File: src/rtl/core/ndd_pkg.sv
// Shared types and constants for the Newton divided-difference interpolator.
`timescale 1ns / 1ps
package ndd_pkg;

	// Commands carried by an input transfer
	localparam logic [1:0] CMD_SET    = 2'd0;
	localparam logic [1:0] CMD_MOVE   = 2'd1;
	localparam logic [1:0] CMD_SAMPLE = 2'd2;

	// Register map
	localparam int         PAW              = 3;
	localparam logic [2:0] ADDR_POINT_COUNT = 3'd0;

	// Fixed point
	localparam logic signed [63:0] Q_SAT_MAX = 64'sh7FFF_FFFF_FFFF_FFFF;
	localparam logic [16:0]        T_ONE     = 17'd65536;
	localparam logic signed [63:0] PROD_ONE  = 64'sd65536;

	// Divider retires this many quotient bits per cycle
	localparam int DIV_BITS  = 8;
	localparam int DIV_STEPS = 64 / DIV_BITS;

	typedef logic [3:0][31:0] pv_row_t;
	typedef logic [3:0][63:0] tab_row_t;

endpackage

File: src/rtl/core/ndd_mul.sv
// Multi-cycle Q.16 multiplier: exact 64x64 product from 32x32 partials, >>16, saturated.
`timescale 1ns / 1ps
module ndd_mul import ndd_pkg::*; (
	input  logic               clk,
	input  logic               arst_n,
	input  logic               start,
	input  logic signed [63:0] a,
	input  logic signed [63:0] b,
	output logic               done,
	output logic signed [63:0] prod
);

	logic [63:0]        ma_q;
	logic [63:0]        mb_q;
	logic               neg_q;
	logic [127:0]       acc_q;
	logic [63:0]        pp_s1;
	logic [1:0]         sel_s1;
	logic               pp_vld_s1;
	logic               run_q;
	logic [2:0]         cnt_q;
	logic               done_q;
	logic signed [63:0] res_q;
	logic [31:0]        opa;
	logic [31:0]        opb;
	logic [63:0]        pp;
	logic [127:0]       addend;
	logic [63:0]        rlo;
	logic [47:0]        rhi;
	logic [63:0]        rmag;

	// Partial product select: bit 1 picks the high half of a, bit 0 of b
	assign opa = cnt_q[1] ? ma_q[63:32] : ma_q[31:0];
	assign opb = cnt_q[0] ? mb_q[63:32] : mb_q[31:0];
	assign pp  = opa * opb;

	always_comb begin
		case (sel_s1)
			2'd0:    addend = {64'd0, pp_s1};
			2'd3:    addend = {pp_s1, 64'd0};
			default: addend = {32'd0, pp_s1, 32'd0};
		endcase
	end

	// Drop 16 fraction bits and saturate the magnitude
	assign rlo  = acc_q[79:16];
	assign rhi  = acc_q[127:80];
	assign rmag = ((rhi != '0) || rlo[63]) ? 64'(unsigned'(Q_SAT_MAX)) : rlo;

	always_ff @(posedge clk or negedge arst_n) begin
		if (!arst_n) begin
			run_q     <= 1'b0;
			done_q    <= 1'b0;
			cnt_q     <= '0;
			pp_vld_s1 <= 1'b0;
			ma_q      <= '0;
			mb_q      <= '0;
			neg_q     <= 1'b0;
			acc_q     <= '0;
			pp_s1     <= '0;
			sel_s1    <= '0;
			res_q     <= '0;
		end else begin
			done_q <= 1'b0;
			if (start) begin
				ma_q      <= a[63] ? (64'd0 - 64'(unsigned'(a))) : 64'(unsigned'(a));
				mb_q      <= b[63] ? (64'd0 - 64'(unsigned'(b))) : 64'(unsigned'(b));
				neg_q     <= a[63] ^ b[63];
				acc_q     <= '0;
				cnt_q     <= '0;
				pp_vld_s1 <= 1'b0;
				run_q     <= 1'b1;
			end else if (run_q) begin
				cnt_q     <= cnt_q + 3'd1;
				pp_vld_s1 <= ~cnt_q[2];
				pp_s1     <= pp;
				sel_s1    <= cnt_q[1:0];
				if (pp_vld_s1) begin
					acc_q <= acc_q + addend;
				end
				if (cnt_q == 3'd5) begin
					res_q  <= neg_q ? -$signed(rmag) : $signed(rmag);
					done_q <= 1'b1;
					run_q  <= 1'b0;
				end
			end
		end
	end

	assign done = done_q;
	assign prod = res_q;

endmodule

File: config.mk
export PLATFORM = sky130hd
export DESIGN_NAME = ndd_mul
export DESIGN_NICKNAME = d
export VERILOG_FILES = /design/src/rtl/core/ndd_pkg.sv /design/src/rtl/core/ndd_mul.sv
export SDC_FILE = /design/constraint.sdc
export NUM_CORES = 2
export LEC_CHECK = 0
export ABC_AREA = 1
export ABC_CLOCK_PERIOD_IN_PS = 9650
export BUFFER_PORTS_ARGS = -buffer_cell sky130_fd_sc_hd__buf_4
export CAP_MARGIN = 20
export CORE_UTILIZATION = 30
export DETAILED_ROUTE_END_ITERATION = 10
export PLACE_DENSITY = 0.51
export SYNTH_ARGS = -nofsm -noshare
export SYNTH_HDL_FRONTEND = slang
export SYNTH_SLANG_ARGS = --single-unit
File: constraint.sdc
create_clock -name clk -period 9.65 [get_ports clk]
set_input_delay 1.93 -clock clk [delete_from_list [all_inputs] [get_ports clk]]
set_output_delay 1.93 -clock clk [all_outputs]
set_load 0.005 [all_outputs]
Word level (Yosys, flattened, before mapping). Cells that the tools add are included. Widths: inputs -> output; s select.

Logic and storage cells: 50. Bits in registers: 393. Input bits: 131. Output and inout bits: 65.

Equal/unequal tests: 2. Multiply operators: 1. Mux-type cells: 20. $add $sub $neg: 5. Bitwise gates (word level): 3. Reduce and logical (&&, ||, !) cells: 8.

Operator list (number): $mux 128 (3); $mux 64 (4); $pmux 128 s2 (1); $add 128x128->128 (1); $sub 1x64->64 const A (2); $mul 32x32->64 (1); $mux 32 (2); $neg 64->64 (1); $reduce_bool 48->1 (1); $mux 1 (8); $mux 3 (2); $reduce_and 2->1 (2); $reduce_bool 2->1 (2); $add 3x1->3 const B (1); $eq 3x3->1 const B (1); $reduce_and 3->1 (1); $eq 2x2->1 const B (1); $logic_not 2->1 (1); $not 1->1 (2); $logic_or 1x1->1 (1); $xor 1x1->1 (1).

Depth between registers and ports, before layout.
Word-level depth: 6. Gate-level depth with buffers: 38. Mapped depth without buffers: 35.

Worst setup path before layout. OpenSTA, ideal clock, no wires.

Path kind: register to register. Start point: register cnt_q[1]. End point: register pp_s1[41]. Setup slack: 1929 ps. Data required time: 9520 ps. Library setup time: 130 ps. Period minus slack after synthesis: 7721 ps. Arrival time: 7591 ps. Path buffers: 4. Stages on the path, launching flop included: 34. Path through: dfrtp_1 -> clkbuf_1 -> inv_1 -> clkbuf_1 -> or2_2 -> o21ai_0 -> clkbuf_1 -> buf_1 -> nor2_1 -> fa_1 -> inv_1 -> fa_1 -> fa_1 -> fa_1 -> inv_1 -> fa_1 -> fa_1 -> fa_1 -> inv_1 -> fa_1 -> inv_1 -> ha_1 -> nand2_1 -> inv_1 -> a21oi_1 -> a21boi_0 -> nand2_1 -> a21oi_1 -> inv_1 -> nand4_1 -> nand2_1 -> or2_2 -> nand3_1 -> o21ai_0.

Word-level cells in the longest chain between the ends: 2.

Ends and longest elaborated chain: start, declared (line ndd_mul.sv:21) `logic [2:0] cnt_q;`; start signal, assigned (line ndd_mul.sv:74) `cnt_q <= cnt_q + 3'd1;`; $mux 32 (line ndd_mul.sv:33) `assign opa = cnt_q[1] ? ma_q[63:32] : ma_q[31:0];`; $mul 32x32->64 (line ndd_mul.sv:35) `assign pp = opa * opb;`; end signal, assigned (line ndd_mul.sv:76) `pp_s1 <= pp;`; end, declared (line ndd_mul.sv:17) `logic [63:0] pp_s1;`.

No other way between the ends. A chain may end at the register's enable or synchronous reset.

Final worst setup path.
Start point: register cnt_q[1]. End point: register pp_s1[44].

The elaborated chain is that of the path after synthesis.

==> impl_metrics.env <==
export IMPL_final_core_util_pct=33.6
export IMPL_dp_hpwl_um=264000
export IMPL_die_area_um2=221000
export IMPL_busiest_layer="met2"
export IMPL_use_met3_pct=3.43
export IMPL_min_delay_path_depth=2
export IMPL_syn2layout_area_growth_pct=11.1
export IMPL_nNetsFinal=10800
export IMPL_max_freq_ghz=0.112
export IMPL_critPathMaxStageDelay_ns=0.82
export IMPL_synth_compound_gate_area_share_pct=11.5
export IMPL_reg2reg_from="cnt_q[1]"
export IMPL_synth_ff_type="dfrtp_1"
export IMPL_crit_type="flip-flop to flip-flop"
export IMPL_synthArstFlopShare_pct=100
export IMPL_end_kind="flip-flop"
export IMPL_ctsLongestPathBuffers=3
export IMPL_clk_pin_slew_worst_paths_ns=0.07
export IMPL_layout_common_cells="1784 x nand2_1, 1711 x inv_1, 1509 x nor2_1, 897 x fa_1, 634 x o21ai_0"
export IMPL_layout_commonest_cell="nand2_1"
export IMPL_post_cts_buffers=0
export IMPL_netlist_area_um2=65700
export IMPL_grt_pass1_wl_um=452000
export IMPL_setup_viol=0
export IMPL_finalHoldViolations=0
export IMPL_cts_made_buffers=53
export IMPL_cp_start_kind="flip-flop"
export IMPL_worst_hold_path_endpoint="ma_q[38]"
export IMPL_via_per_inst=5.16
export IMPL_cts_tree="done"
export IMPL_final_max_slew_viol_count=0
export IMPL_drc=0
export IMPL_grt_usage_pct=28.0
export IMPL_wl_per_cell_um=25.5
export IMPL_status="finished clean"
export IMPL_cap_violations=0
export IMPL_yosys_area_top_type_share_pct=27.3
export IMPL_synthMuxAreaShare_pct=0
export IMPL_grt_use_met1_pct=35.3
export IMPL_tightest_slew_ns=1.23
export IMPL_post_synth_fa_ha_maj_area_fraction_pct=34.9
export IMPL_avgSynthCellArea_um2=7.09
export IMPL_holdWs_ns=0.476
export IMPL_grt_max_degree=136
export IMPL_drive_gt1_share_pct=6.87
export IMPL_die_w_um=470
export IMPL_r2r_end="pp_s1[44]"
export IMPL_drtIter0Drc=5516
export IMPL_gr_usage_met2_pct=46.9
export IMPL_drt_pass1_iter_count=10
export IMPL_wl_um=313000
export IMPL_cp_slowest_cell="inv_1"
export IMPL_synth_seq_cells=393
export IMPL_gp_congestion=1.02
export IMPL_initial_core_util_pct=30.2
export IMPL_io_buffers=195
export IMPL_fin_crit_sh_pct=92.9
export IMPL_min_period_ns=8.97
export IMPL_chipHeight_um=470
export IMPL_cts_sinks=393
export IMPL_postCtsHoldBufs=0
export IMPL_syn_num_nets=10700
export IMPL_rows=171
export IMPL_grt_pass1_vias=65300
export IMPL_yosys_top_cells_area="fa_1 27%, dfrtp_1 15%, nand2_1 10%"
export IMPL_reg2reg_slack_ns=0.68
export IMPL_ant_nets=0
export IMPL_synth_xor_area_share_pct=2.08
export IMPL_synth_top_family_by_area="adder cells"
export IMPL_yosys_cell_types_count=54
export IMPL_syn_inst=9269
export IMPL_cts_resized=0
export IMPL_antenna_found_initial=13
export IMPL_path_common_cell="inv_1"
export IMPL_critPathMaxFanout=23
export IMPL_cp_arrival_ns=9.51
export IMPL_yosysWarnings=0
export IMPL_core_area_um2=217000
export IMPL_io_pins=196
export IMPL_finalNonFillerCells=12300
export IMPL_synth_simple_area_share_pct=24.6
export IMPL_startpoint="cnt_q[1]"
export IMPL_yosys_area_top_type="fa_1"
export IMPL_reg2reg_depth=30
export IMPL_grt_overflow=0
export IMPL_synth_edf_count=0
export IMPL_ys_seq_area_share_pct=15.0
export IMPL_placed_cells=12200
export IMPL_grt_setup_unrepaired="no"
export IMPL_clock_root_buffer="clkbuf_16"
export IMPL_cts_htree_levels=2
export IMPL_clk_latency_ns=0.70
export IMPL_critPathRequiredTime_ns=10.19
export IMPL_clock_skew_ns=0.0462
export IMPL_hold_start="ma_q[38]"
export IMPL_hp_class="flip-flop to flip-flop"
export IMPL_vias=63400
export IMPL_max_slew_margin_pct=17.8
[routing by layer]
metal / vias to the layer above / wire length [um]
li1: 29000 / -
met1: 31500 / 129000
met2: 2347 / 147000
met3: 550 / 17900
met4: 10 / 18600
met5: - / 75
[cell usage after synthesis (5+ instances only)]
master / n
a21boi_0: 10
a21o_1: 11
a21oi_1: 459
a31oi_1: 40
a32o_1: 5
and2_1: 5
buf_1: 20
buf_6: 7
clkbuf_1: 267
clkinv_1: 26
dfrtp_1: 393
fa_1: 897
ha_1: 397
inv_1: 1715
inv_2: 10
nand2_1: 1786
nand2_2: 5
nand3_1: 299
nand3_2: 15
nand3b_1: 30
nand4_1: 90
nor2_1: 1513
nor2_2: 16
nor3_1: 74
nor3_2: 5
nor4_1: 28
o2111ai_1: 7
o211ai_1: 18
o21a_1: 30
o21ai_0: 657
o21ai_1: 64
o21bai_1: 17
o22ai_1: 84
o31ai_1: 9
or2_2: 68
xnor2_1: 43
xor2_1: 113
[worst max-delay path, delay by kind of cell, from the launching register on]
kind / cells / cell delay, ns
buf+inv: 9 / 1.75
fa+ha+maj: 9 / 4.51
flops: 1 / 0.42
compound gates: 3 / 0.34
simple gates: 8 / 1.46
xor+xnor: 1 / 0.33
[through the flow]
step | area [um2] | worst slack, ns | TNS, ns
3_5_place_dp | 71100 | 0.810 | 0
2_1_floorplan | 65700 | 1.93 | 0
3_3_place_gp | 71100 | -0.355 | -2.85
4_1_cts | 73000 | 0.792 | 0
6_report | 73000 | 0.683 | 0
5_1_grt | 73000 | 0.358 | 0
[cells by family after synthesis]
kind of cell / after synthesis
buffers and inverters: 2054
and+or+nand+nor: 3952
DFF: 393
adders and majority gates: 1294
AOI/OAI and AO/OA: 1420
xor gates and xnor gates: 156
[worst max-delay path by stage]
stage	to	slack (ns)	depth (start not counted)
6_report	pp_s1[44]	0.68	30
5_1_grt	pp_s1[44]	0.36	30
4_1_cts	pp_s1[49]	0.79	28
3_5_place_dp	pp_s1[49]	0.81	28
3_3_place_gp	pp_s1[60]	-0.35	28
2_1_floorplan	pp_s1[41]	1.93	33
[state kept, by name (all words and copies together), names as in the netlist]
| name | count |
|---|---|
| sel_s1 | 2 |
| pp_s1 | 64 |
| done | 1 |
| mb_q | 64 |
| acc_q | 128 |
| pp_vld_s1 | 1 |
| run_q | 1 |
| cnt_q | 3 |
| neg_q | 1 |
| prod | 64 |
| ma_q | 64 |
[area by class of cell]
type	instances	area [um2]
Sequential cell	393	9840
Fill cell	23800	144000
Inverter	1751	6580
Tap cell	2854	3570
Clock buffer	66	1460
Antenna cell	5	12.5
Multi-Input combinational cell	6822	48300
Clock inverter	32	419
Timing Repair Buffer	365	2820
Power is not shown: default switching activity piles up to over one toggle a cycle in this logic, so the estimate is an artifact.
