**src/rtl/core/ndd_pkg.sv**
```systemverilog
// Shared types and constants for the Newton divided-difference interpolator.
`timescale 1ns / 1ps
package ndd_pkg;

	// Commands carried by an input transfer
	localparam logic [1:0] CMD_SET    = 2'd0;
	localparam logic [1:0] CMD_MOVE   = 2'd1;
	localparam logic [1:0] CMD_SAMPLE = 2'd2;

	// Register map
	localparam int         PAW              = 3;
	localparam logic [2:0] ADDR_POINT_COUNT = 3'd0;

	// Fixed point
	localparam logic signed [63:0] Q_SAT_MAX = 64'sh7FFF_FFFF_FFFF_FFFF;
	localparam logic [16:0]        T_ONE     = 17'd65536;
	localparam logic signed [63:0] PROD_ONE  = 64'sd65536;

	// Divider retires this many quotient bits per cycle
	localparam int DIV_BITS  = 8;
	localparam int DIV_STEPS = 64 / DIV_BITS;

	typedef logic [3:0][31:0] pv_row_t;
	typedef logic [3:0][63:0] tab_row_t;

endpackage

```
**src/rtl/core/ndd_div.sv**
```systemverilog
// Multi-cycle signed divider: 64-bit dividend by a narrow divisor, truncating.
`timescale 1ns / 1ps
module ndd_div import ndd_pkg::*; #(
	parameter int DW = 4
) (
	input  logic                 clk,
	input  logic                 arst_n,
	input  logic                 start,
	input  logic signed [63:0]   num,
	input  logic signed [DW:0]   den,
	output logic                 done,
	output logic signed [63:0]   quot
);

	logic [63:0]   mag_q;
	logic [DW-1:0] rem_q;
	logic [DW-1:0] dmag_q;
	logic          neg_q;
	logic          zero_q;
	logic          run_q;
	logic          done_q;
	logic [$clog2(DIV_STEPS)-1:0] cnt_q;
	logic [63:0]   mag_d;
	logic [DW-1:0] rem_d;
	logic [DW:0]   den_abs;

	assign den_abs = den[DW] ? (-den) : den;

	// Restoring division, DIV_BITS quotient bits per cycle
	always_comb begin
		logic [DW:0]  r;
		logic [63:0]  m;
		m = mag_q;
		r = {1'b0, rem_q};
		for (int k = 0; k < DIV_BITS; k++) begin
			r = {r[DW-1:0], m[63]};
			m = {m[62:0], 1'b0};
			if (r >= {1'b0, dmag_q}) begin
				r    = r - {1'b0, dmag_q};
				m[0] = 1'b1;
			end
		end
		mag_d = m;
		rem_d = r[DW-1:0];
	end

	always_ff @(posedge clk or negedge arst_n) begin
		if (!arst_n) begin
			run_q  <= 1'b0;
			done_q <= 1'b0;
			cnt_q  <= '0;
			mag_q  <= '0;
			rem_q  <= '0;
			dmag_q <= '0;
			neg_q  <= 1'b0;
			zero_q <= 1'b0;
		end else begin
			done_q <= 1'b0;
			if (start) begin
				mag_q  <= num[63] ? (64'd0 - 64'(unsigned'(num))) : 64'(unsigned'(num));
				rem_q  <= '0;
				dmag_q <= den_abs[DW-1:0];
				neg_q  <= num[63] ^ den[DW];
				zero_q <= (den == '0);
				cnt_q  <= '0;
				run_q  <= 1'b1;
			end else if (run_q) begin
				mag_q <= mag_d;
				rem_q <= rem_d;
				cnt_q <= cnt_q + 1'b1;
				if (cnt_q == ($clog2(DIV_STEPS))'(DIV_STEPS - 1)) begin
					run_q  <= 1'b0;
					done_q <= 1'b1;
				end
			end
		end
	end

	assign done = done_q;
	assign quot = zero_q ? 64'sd0 : (neg_q ? -$signed(mag_q) : $signed(mag_q));

endmodule

```
**config.mk**
```make
export PLATFORM = sky130hd
export DESIGN_NAME = ndd_div
export DESIGN_NICKNAME = d
export VERILOG_FILES = /design/src/rtl/core/ndd_pkg.sv /design/src/rtl/core/ndd_div.sv
export SDC_FILE = /design/constraint.sdc
export NUM_CORES = 1
export LEC_CHECK = 0
export ABC_CLOCK_PERIOD_IN_PS = 40700
export BUFFER_PORTS_ARGS = -buffer_cell sky130_fd_sc_hd__clkbuf_2
export CORE_UTILIZATION = 30
export CTS_BUF_LIST = sky130_fd_sc_hd__clkbuf_4 sky130_fd_sc_hd__clkbuf_8
export CTS_CLUSTER_SIZE = 30
export DETAILED_ROUTE_END_ITERATION = 6
export GPL_TIMING_DRIVEN = 0
export SLEW_MARGIN = 20
export SYNTH_ARGS = -nofsm -noshare
export SYNTH_HDL_FRONTEND = slang
export SYNTH_SLANG_ARGS = --single-unit
```
**constraint.sdc**
```tcl
create_clock -name clk -period 40.7 [get_ports clk]
set_input_delay 6.105 -clock clk [delete_from_list [all_inputs] [get_ports clk]]
set_output_delay 6.105 -clock clk [all_outputs]
set_load 0.02 [all_outputs]
```
Word-level counts from Yosys, hierarchy flattened
Cells that the tools add are included.
{"block": "totals", "mem_bits_rw": 0, "elab_cells": 64, "romBits": 0, "n_memories": 0, "output_inout_bits": 65, "inputBits": 72, "latchBits": 0, "regBits": 79}
{"block": "classes", "order_cmp": 8, "n_mul": 0, "n_reduce_logical": 2, "addsub": 12, "shifts": 0, "div": 0, "n_bitwise": 1, "eq_ne": 1, "n_mux": 32}
{"operator": "$mux 64", "count": 5}
{"operator": "$neg 64->64", "count": 1}
{"operator": "$sub 1x64->64 const A", "count": 1}
{"operator": "$mux 4", "count": 11}
{"operator": "$ge 5x4->1", "count": 8}
{"operator": "$sub 4x4->4", "count": 8}
{"operator": "$mux 1", "count": 14}
{"operator": "$mux 3", "count": 2}
{"operator": "$logic_not 5->1", "count": 1}
{"operator": "$neg 4->4", "count": 1}
{"operator": "$add 3x1->3 const B", "count": 1}
{"operator": "$eq 3x3->1 const B", "count": 1}
{"operator": "$reduce_bool 2->1", "count": 1}
{"operator": "$xor 1x1->1", "count": 1}

Depth between registers and ports, before layout
{"block": "depth", "depth_word": 18, "mapped_depth": 67, "mapped_depth_nobuf": 64}

Worst setup path before layout
No wires, ideal clock.
{"block": "synth_timing", "path_kind": "reg-to-reg", "from": "reg dmag_q[1]", "to": "reg rem_q[0]", "t_arrival_ps": 12809, "n_path_buf": 3, "slack_ps": 27765, "t_required_ps": 40574, "path_stages_with_launch": 65, "setup_time_ps": 126, "synth_period_minus_slack_ps": 12935, "cell_sequence": "dfrtp_1 inv_1 ha_1 or4_1 a21oi_1 nor2_1 mux2i_1 inv_1 ha_1 o21a_1 a221oi_1 nand4_1 o21ai_0 inv_1 ha_1 a21oi_1 nor2_1 a211oi_1 (+29 left out) nand2_1 o21ai_0 ha_1 o21ai_0 nand2b_1 a21o_1 a21oi_1 o2111a_1 mux2i_1 ha_1 o21ai_0 nand2b_1 a21o_1 a21oi_1 o31ai_1 a31oi_1 o21ai_2 a311o_1"}
{"block": "synth_between", "elab_chain_len": 18, "word_cells_on_any_way": 25, "classes_between": "add/sub: 7; order compare: 8; mux: 10"}
{"item": "from (decl)", "line": "ndd_div.sv:17", "text": "logic [DW-1:0] dmag_q;"}
{"item": "from (signal assigned)", "line": "ndd_div.sv:62", "text": "dmag_q <= den_abs[DW-1:0];"}
{"item": "$sub 4x4->4 / $ge 5x4->1 (equally long branches)", "line": "ndd_div.sv:39, ndd_div.sv:38"}
{"item": "$mux 4", "line": "ndd_div.sv:38", "text": "if (r >= {1'b0, dmag_q}) begin"}
{"item": "$sub 4x4->4 / $ge 5x4->1 (equally long branches)", "line": "ndd_div.sv:39, ndd_div.sv:38"}
{"item": "$mux 4", "line": "ndd_div.sv:38"}
{"item": "$sub 4x4->4 / $ge 5x4->1 (equally long branches)", "line": "ndd_div.sv:39, ndd_div.sv:38"}
{"item": "$mux 4", "line": "ndd_div.sv:38"}
{"item": "$ge 5x4->1 / $sub 4x4->4 (equally long branches)", "line": "ndd_div.sv:38, ndd_div.sv:39"}
{"item": "$mux 4", "line": "ndd_div.sv:38"}
{"item": "(+2 left out)"}
{"item": "$sub 4x4->4 / $ge 5x4->1 (equally long branches)", "line": "ndd_div.sv:39, ndd_div.sv:38"}
{"item": "$mux 4", "line": "ndd_div.sv:38"}
{"item": "$sub 4x4->4 / $ge 5x4->1 (equally long branches)", "line": "ndd_div.sv:39, ndd_div.sv:38"}
{"item": "$mux 4", "line": "ndd_div.sv:38"}
{"item": "$ge 5x4->1 (*)", "line": "ndd_div.sv:38"}
{"item": "$mux 4 (*)", "line": "ndd_div.sv:38"}
{"item": "$mux 4 (*)", "line": "ndd_div.sv:67", "text": "end else if (run_q) begin"}
{"item": "$mux 4 (*)", "line": "ndd_div.sv:59", "text": "if (start) begin"}
{"item": "to (signal assigned)", "line": "ndd_div.sv:69", "text": "rem_q <= rem_d;"}
{"item": "to (decl)", "line": "ndd_div.sv:16", "text": "logic [DW-1:0] rem_q;"}
Mark *: on every way between the ends. The rest lies on a longest branch, timed or not. The select of a mux whose other input is x is not followed.
A chain may end at the register's enable or synchronous reset.

Worst setup path in the final report
{"block": "layout_timing", "from": "reg dmag_q[1]", "to": "reg rem_q[3]"}
{"block": "layout_between", "elab_chain_len": 18, "word_cells_on_any_way": 26, "classes_between": "add/sub: 8; order compare: 8; mux: 10"}
{"item": "$sub 4x4->4 / $ge 5x4->1 (equally long branches)", "line": "ndd_div.sv:39, ndd_div.sv:38"}
{"item": "$mux 4", "line": "ndd_div.sv:38"}
{"item": "$sub 4x4->4 / $ge 5x4->1 (equally long branches)", "line": "ndd_div.sv:39, ndd_div.sv:38"}
{"item": "$mux 4", "line": "ndd_div.sv:38"}
{"item": "$sub 4x4->4 / $ge 5x4->1 (equally long branches)", "line": "ndd_div.sv:39, ndd_div.sv:38"}
{"item": "$mux 4", "line": "ndd_div.sv:38"}
{"item": "$ge 5x4->1 / $sub 4x4->4 (equally long branches)", "line": "ndd_div.sv:38, ndd_div.sv:39"}
{"item": "$mux 4", "line": "ndd_div.sv:38"}
{"item": "(+2 left out)"}
{"item": "$sub 4x4->4 / $ge 5x4->1 (equally long branches)", "line": "ndd_div.sv:39, ndd_div.sv:38"}
{"item": "$mux 4", "line": "ndd_div.sv:38"}
{"item": "$ge 5x4->1 / $sub 4x4->4 (equally long branches)", "line": "ndd_div.sv:38, ndd_div.sv:39"}
{"item": "$mux 4", "line": "ndd_div.sv:38"}
{"item": "$sub 4x4->4 / $ge 5x4->1 (equally long branches)", "line": "ndd_div.sv:39, ndd_div.sv:38"}
{"item": "$mux 4 (*)", "line": "ndd_div.sv:38"}
{"item": "$mux 4 (*)", "line": "ndd_div.sv:67"}
{"item": "$mux 4 (*)", "line": "ndd_div.sv:59"}
Marked as above.

==> reports/results.tsv <==
stage	metric	value	unit
synthesis	ys_warn_count	0	
synthesis	synth-main-ff-cell	dfrtp_1	
route	route.detailed.drc	0	
setup_path	slowest_stage	dfrtp_1	
setup_path	start_kind	flip-flop	
setup_path	critPathMaxFanout	10	
setup_path	cp-end-kind	flip-flop	
job	cap_violations	0	
clocking	post-cts-setup-buffers	0	
synthesis	synth.distinct_cells	61	
cells_and_area	syn_to_final_growth	16.1	%
min_path	hp-class	reg -> reg	
clocking	clk_pin_slew	0.08	ns
route	routedWlPerCell	18.1	microns
synthesis	synthArstFlopShare	100	%
global_routing	grt_usage	19.5	%
synthesis	synth-seq-cells	79	
synthesis	synth_top_area_share	24.3	%
sta	hold_viol	0	
clocking	cts_max_level	3	
cells_and_area	postLayoutCoreUtil	35.9	%
sta	relSlewSlack	47.0	%
synthesis	synth_nets	1130	
setup_path	arrival	16.28	ns
sta	period_share	39.3	%
clocking	hold_buffers	0	
synthesis	netlist_area	8150	sq um
cells_and_area	multi_input_area	5810	sq um
clocking	cts_tree	done	
cells_and_area	drive_gt1_share	15.6	%
sta	fmax	62.5	MHz
clocking	insertion_delay	0.37	ns
route	vias	8011	
synthesis	syn_avg_cell_area	8.05	sq um
synthesis	synth_area_leaders	dfrtp_1, xnor2_1, mux2i_1	
sta	setup_viol	0	
route	routed_wl	27200	microns
sta	tightest_slew	0.795	ns
cells_and_area	nFillCells	2791	
placement	globalplace.congestion	0.900	
cells_and_area	stdcell_count	1500	
route	postRouteAntennaNets	0	
global_routing	gr-total-overflow	0	
sta	hold_ws	0.529	ns
placement	portBuffers	134	
synthesis	synth_largest_area_cell	dfrtp_1	
clocking	clock-root-buffer	clkbuf_8	
floorplan	die_y	167	microns
synthesis	synth-seq-area-share	24.3	%
min_path	hold_depth	2	
route	dr.pass1.iters	5	
sta	rsz0062_at_grt	false	
setup_path	timing.critical_path.mode_cell	ha_1	
placement	dp_hpwl	21400	microns
clocking	ctsResizeCount	0	
sta	period_minus_slack	16.00	ns
route	vias_per_cell	5.34	
synthesis	synth_edf_count	0	
floorplan	io_pins	137	
cells_and_area	regArea	1980	sq um
global_routing	grt_pass1_vias	7704	
setup_path	cpPeakStageDelay	0.84	ns
status	status	finished clean	
synthesis	synthCells	1013	
floorplan	die_area	27800	sq um
floorplan	num_rows	59	
setup_path	worstPathRequired	40.98	ns
cells_and_area	fin_nets	1276	
placement	place_inst	1483	
global_routing	grt_pass1_wl	42900	microns
setup_path	critical_path_class	reg -> reg	
clocking	clock_path_buffers	2	
floorplan	coreArea	26400	sq um
route	drtIter0Drc	565	
sta	tns	0	ns
sta	drv_slew	0	
floorplan	floorplan.initialDensity	30.9	%
sta	clock_skew	0.00895	ns
floorplan	die_w	167	microns
clocking	numCtsBuffers	9	
global_routing	antenna_found_initial	2	
global_routing	grt_max_degree	49	
setup_path	r2r_cells	64	
clocking	cts_sinks	79	
==> sequential cells by signal, indices dropped and copies added, names as in the netlist <==
name / cells
run_q: 1
rem_q: 4
done: 1
mag_q: 64
neg_q: 1
cnt_q: 3
zero_q: 1
dmag_q: 4
==> synth_stat cells (33+ instances only) <==
master,count
a21oi_1,33
clkbuf_1,44
dfrtp_1,79
ha_1,37
inv_1,42
mux2i_1,69
nand2_1,107
nor2_1,97
o21ai_0,113
o31ai_1,37
xnor2_1,79
xor2_1,64
==> final timing paths <==
| check | startpoint | endpoint | slack [ns] |
|---|---|---|---|
| worst min-delay path | dmag_q[2]$_DFFE_PN0P_ | dmag_q[2]$_DFFE_PN0P_ | 0.53 |
| max in group asynchronous | arst_n | cnt_q[0]$_DFFE_PN0P_ | 34.26 |
| min in group asynchronous | arst_n | mag_q[33]$_DFFE_PN0P_ | 5.80 |
| worst min register to register | dmag_q[2]$_DFFE_PN0P_ | dmag_q[2]$_DFFE_PN0P_ | 0.53 |
| worst max register to register | dmag_q[1]$_DFFE_PN0P_ | rem_q[3]$_DFFE_PN0P_ | 24.70 |
| worst max-delay path | dmag_q[1]$_DFFE_PN0P_ | rem_q[3]$_DFFE_PN0P_ | 24.70 |
==> cell families after synthesis <==
group                    Yosys count  share of synthesized area (%)
AND/OR/NAND/NOR                  327                           19.9
AO/OA/AOI/OAI                    249                           19.2
XOR/XNOR                         143                           15.4
buffers and inverters             96                           4.47
flip-flops                        79                           24.3
multiplexers                      74                           9.16
adder cells (fa/ha/maj)           45                           7.64
==> worst max-delay path: cells and delay by family, from the launching register on <==
| family | cells | cell delay [ns] |
|---|---|---|
| AOI/OAI and AO/OA | 30 | 6.87 |
| adders and majority gates | 8 | 2.43 |
| and+or+nand+nor | 12 | 2.42 |
| buffers and inverters | 9 | 1.74 |
| muxes | 5 | 1.62 |
| DFF | 1 | 0.84 |
==> area by class of cell <==
cell class,count,area share (%)
tap,335,4.43
timing repair buffer,135,7.33
inverter,42,1.67
sequential,79,20.9
antenna,1,0.0264
clock buffer,9,1.31
clock inverter,7,0.754
multi-input combinational,838,61.4
buffer,54,2.18
==> placed cells by master (no fill, tap or decap), types with 7 or more instances in the layout <==
cell type	synthesis	routed
a21o_1	15	15
nand2b_1	11	11
or3_1	29	29
or4_1	18	18
nor4_1	9	9
o41ai_1	22	22
nand2_1	107	107
o21ai_0	113	113
a211oi_1	8	8
nor2_1	97	97
buf_1	7	7
xnor2_1	79	79
nand3_1	8	8
o31ai_1	37	37
mux2i_1	69	69
fa_1	8	8
inv_1	42	42
dfrtp_1	79	79
clkbuf_8	0	9
clkbuf_2	0	133
clkbuf_1	44	44
xor2_1	64	64
a21oi_1	33	33
ha_1	37	37
==> per-layer routing <==
layer | wire length [microns] | share of wire [%] | global-route usage (%)
met1 | 13000 | 48 | 27.8
met2 | 12100 | 45 | 30.1
met3 | 1460 | 5.4 | 2.59
met4 | 603 | 2.2 | 6.08
met5 | 13 | 0.048 | 0
==> metrics by stage <==
stage	setup WS, ns	instance area, sq um
after floorplan	27.76	8150
after global placement	25.24	9240
after detailed placement	24.91	9260
after CTS	24.83	9460
after global routing	23.27	9460
final	24.70	9460
Power is not shown: default switching activity piles up to over one toggle a cycle in this logic, so the estimate is an artifact.
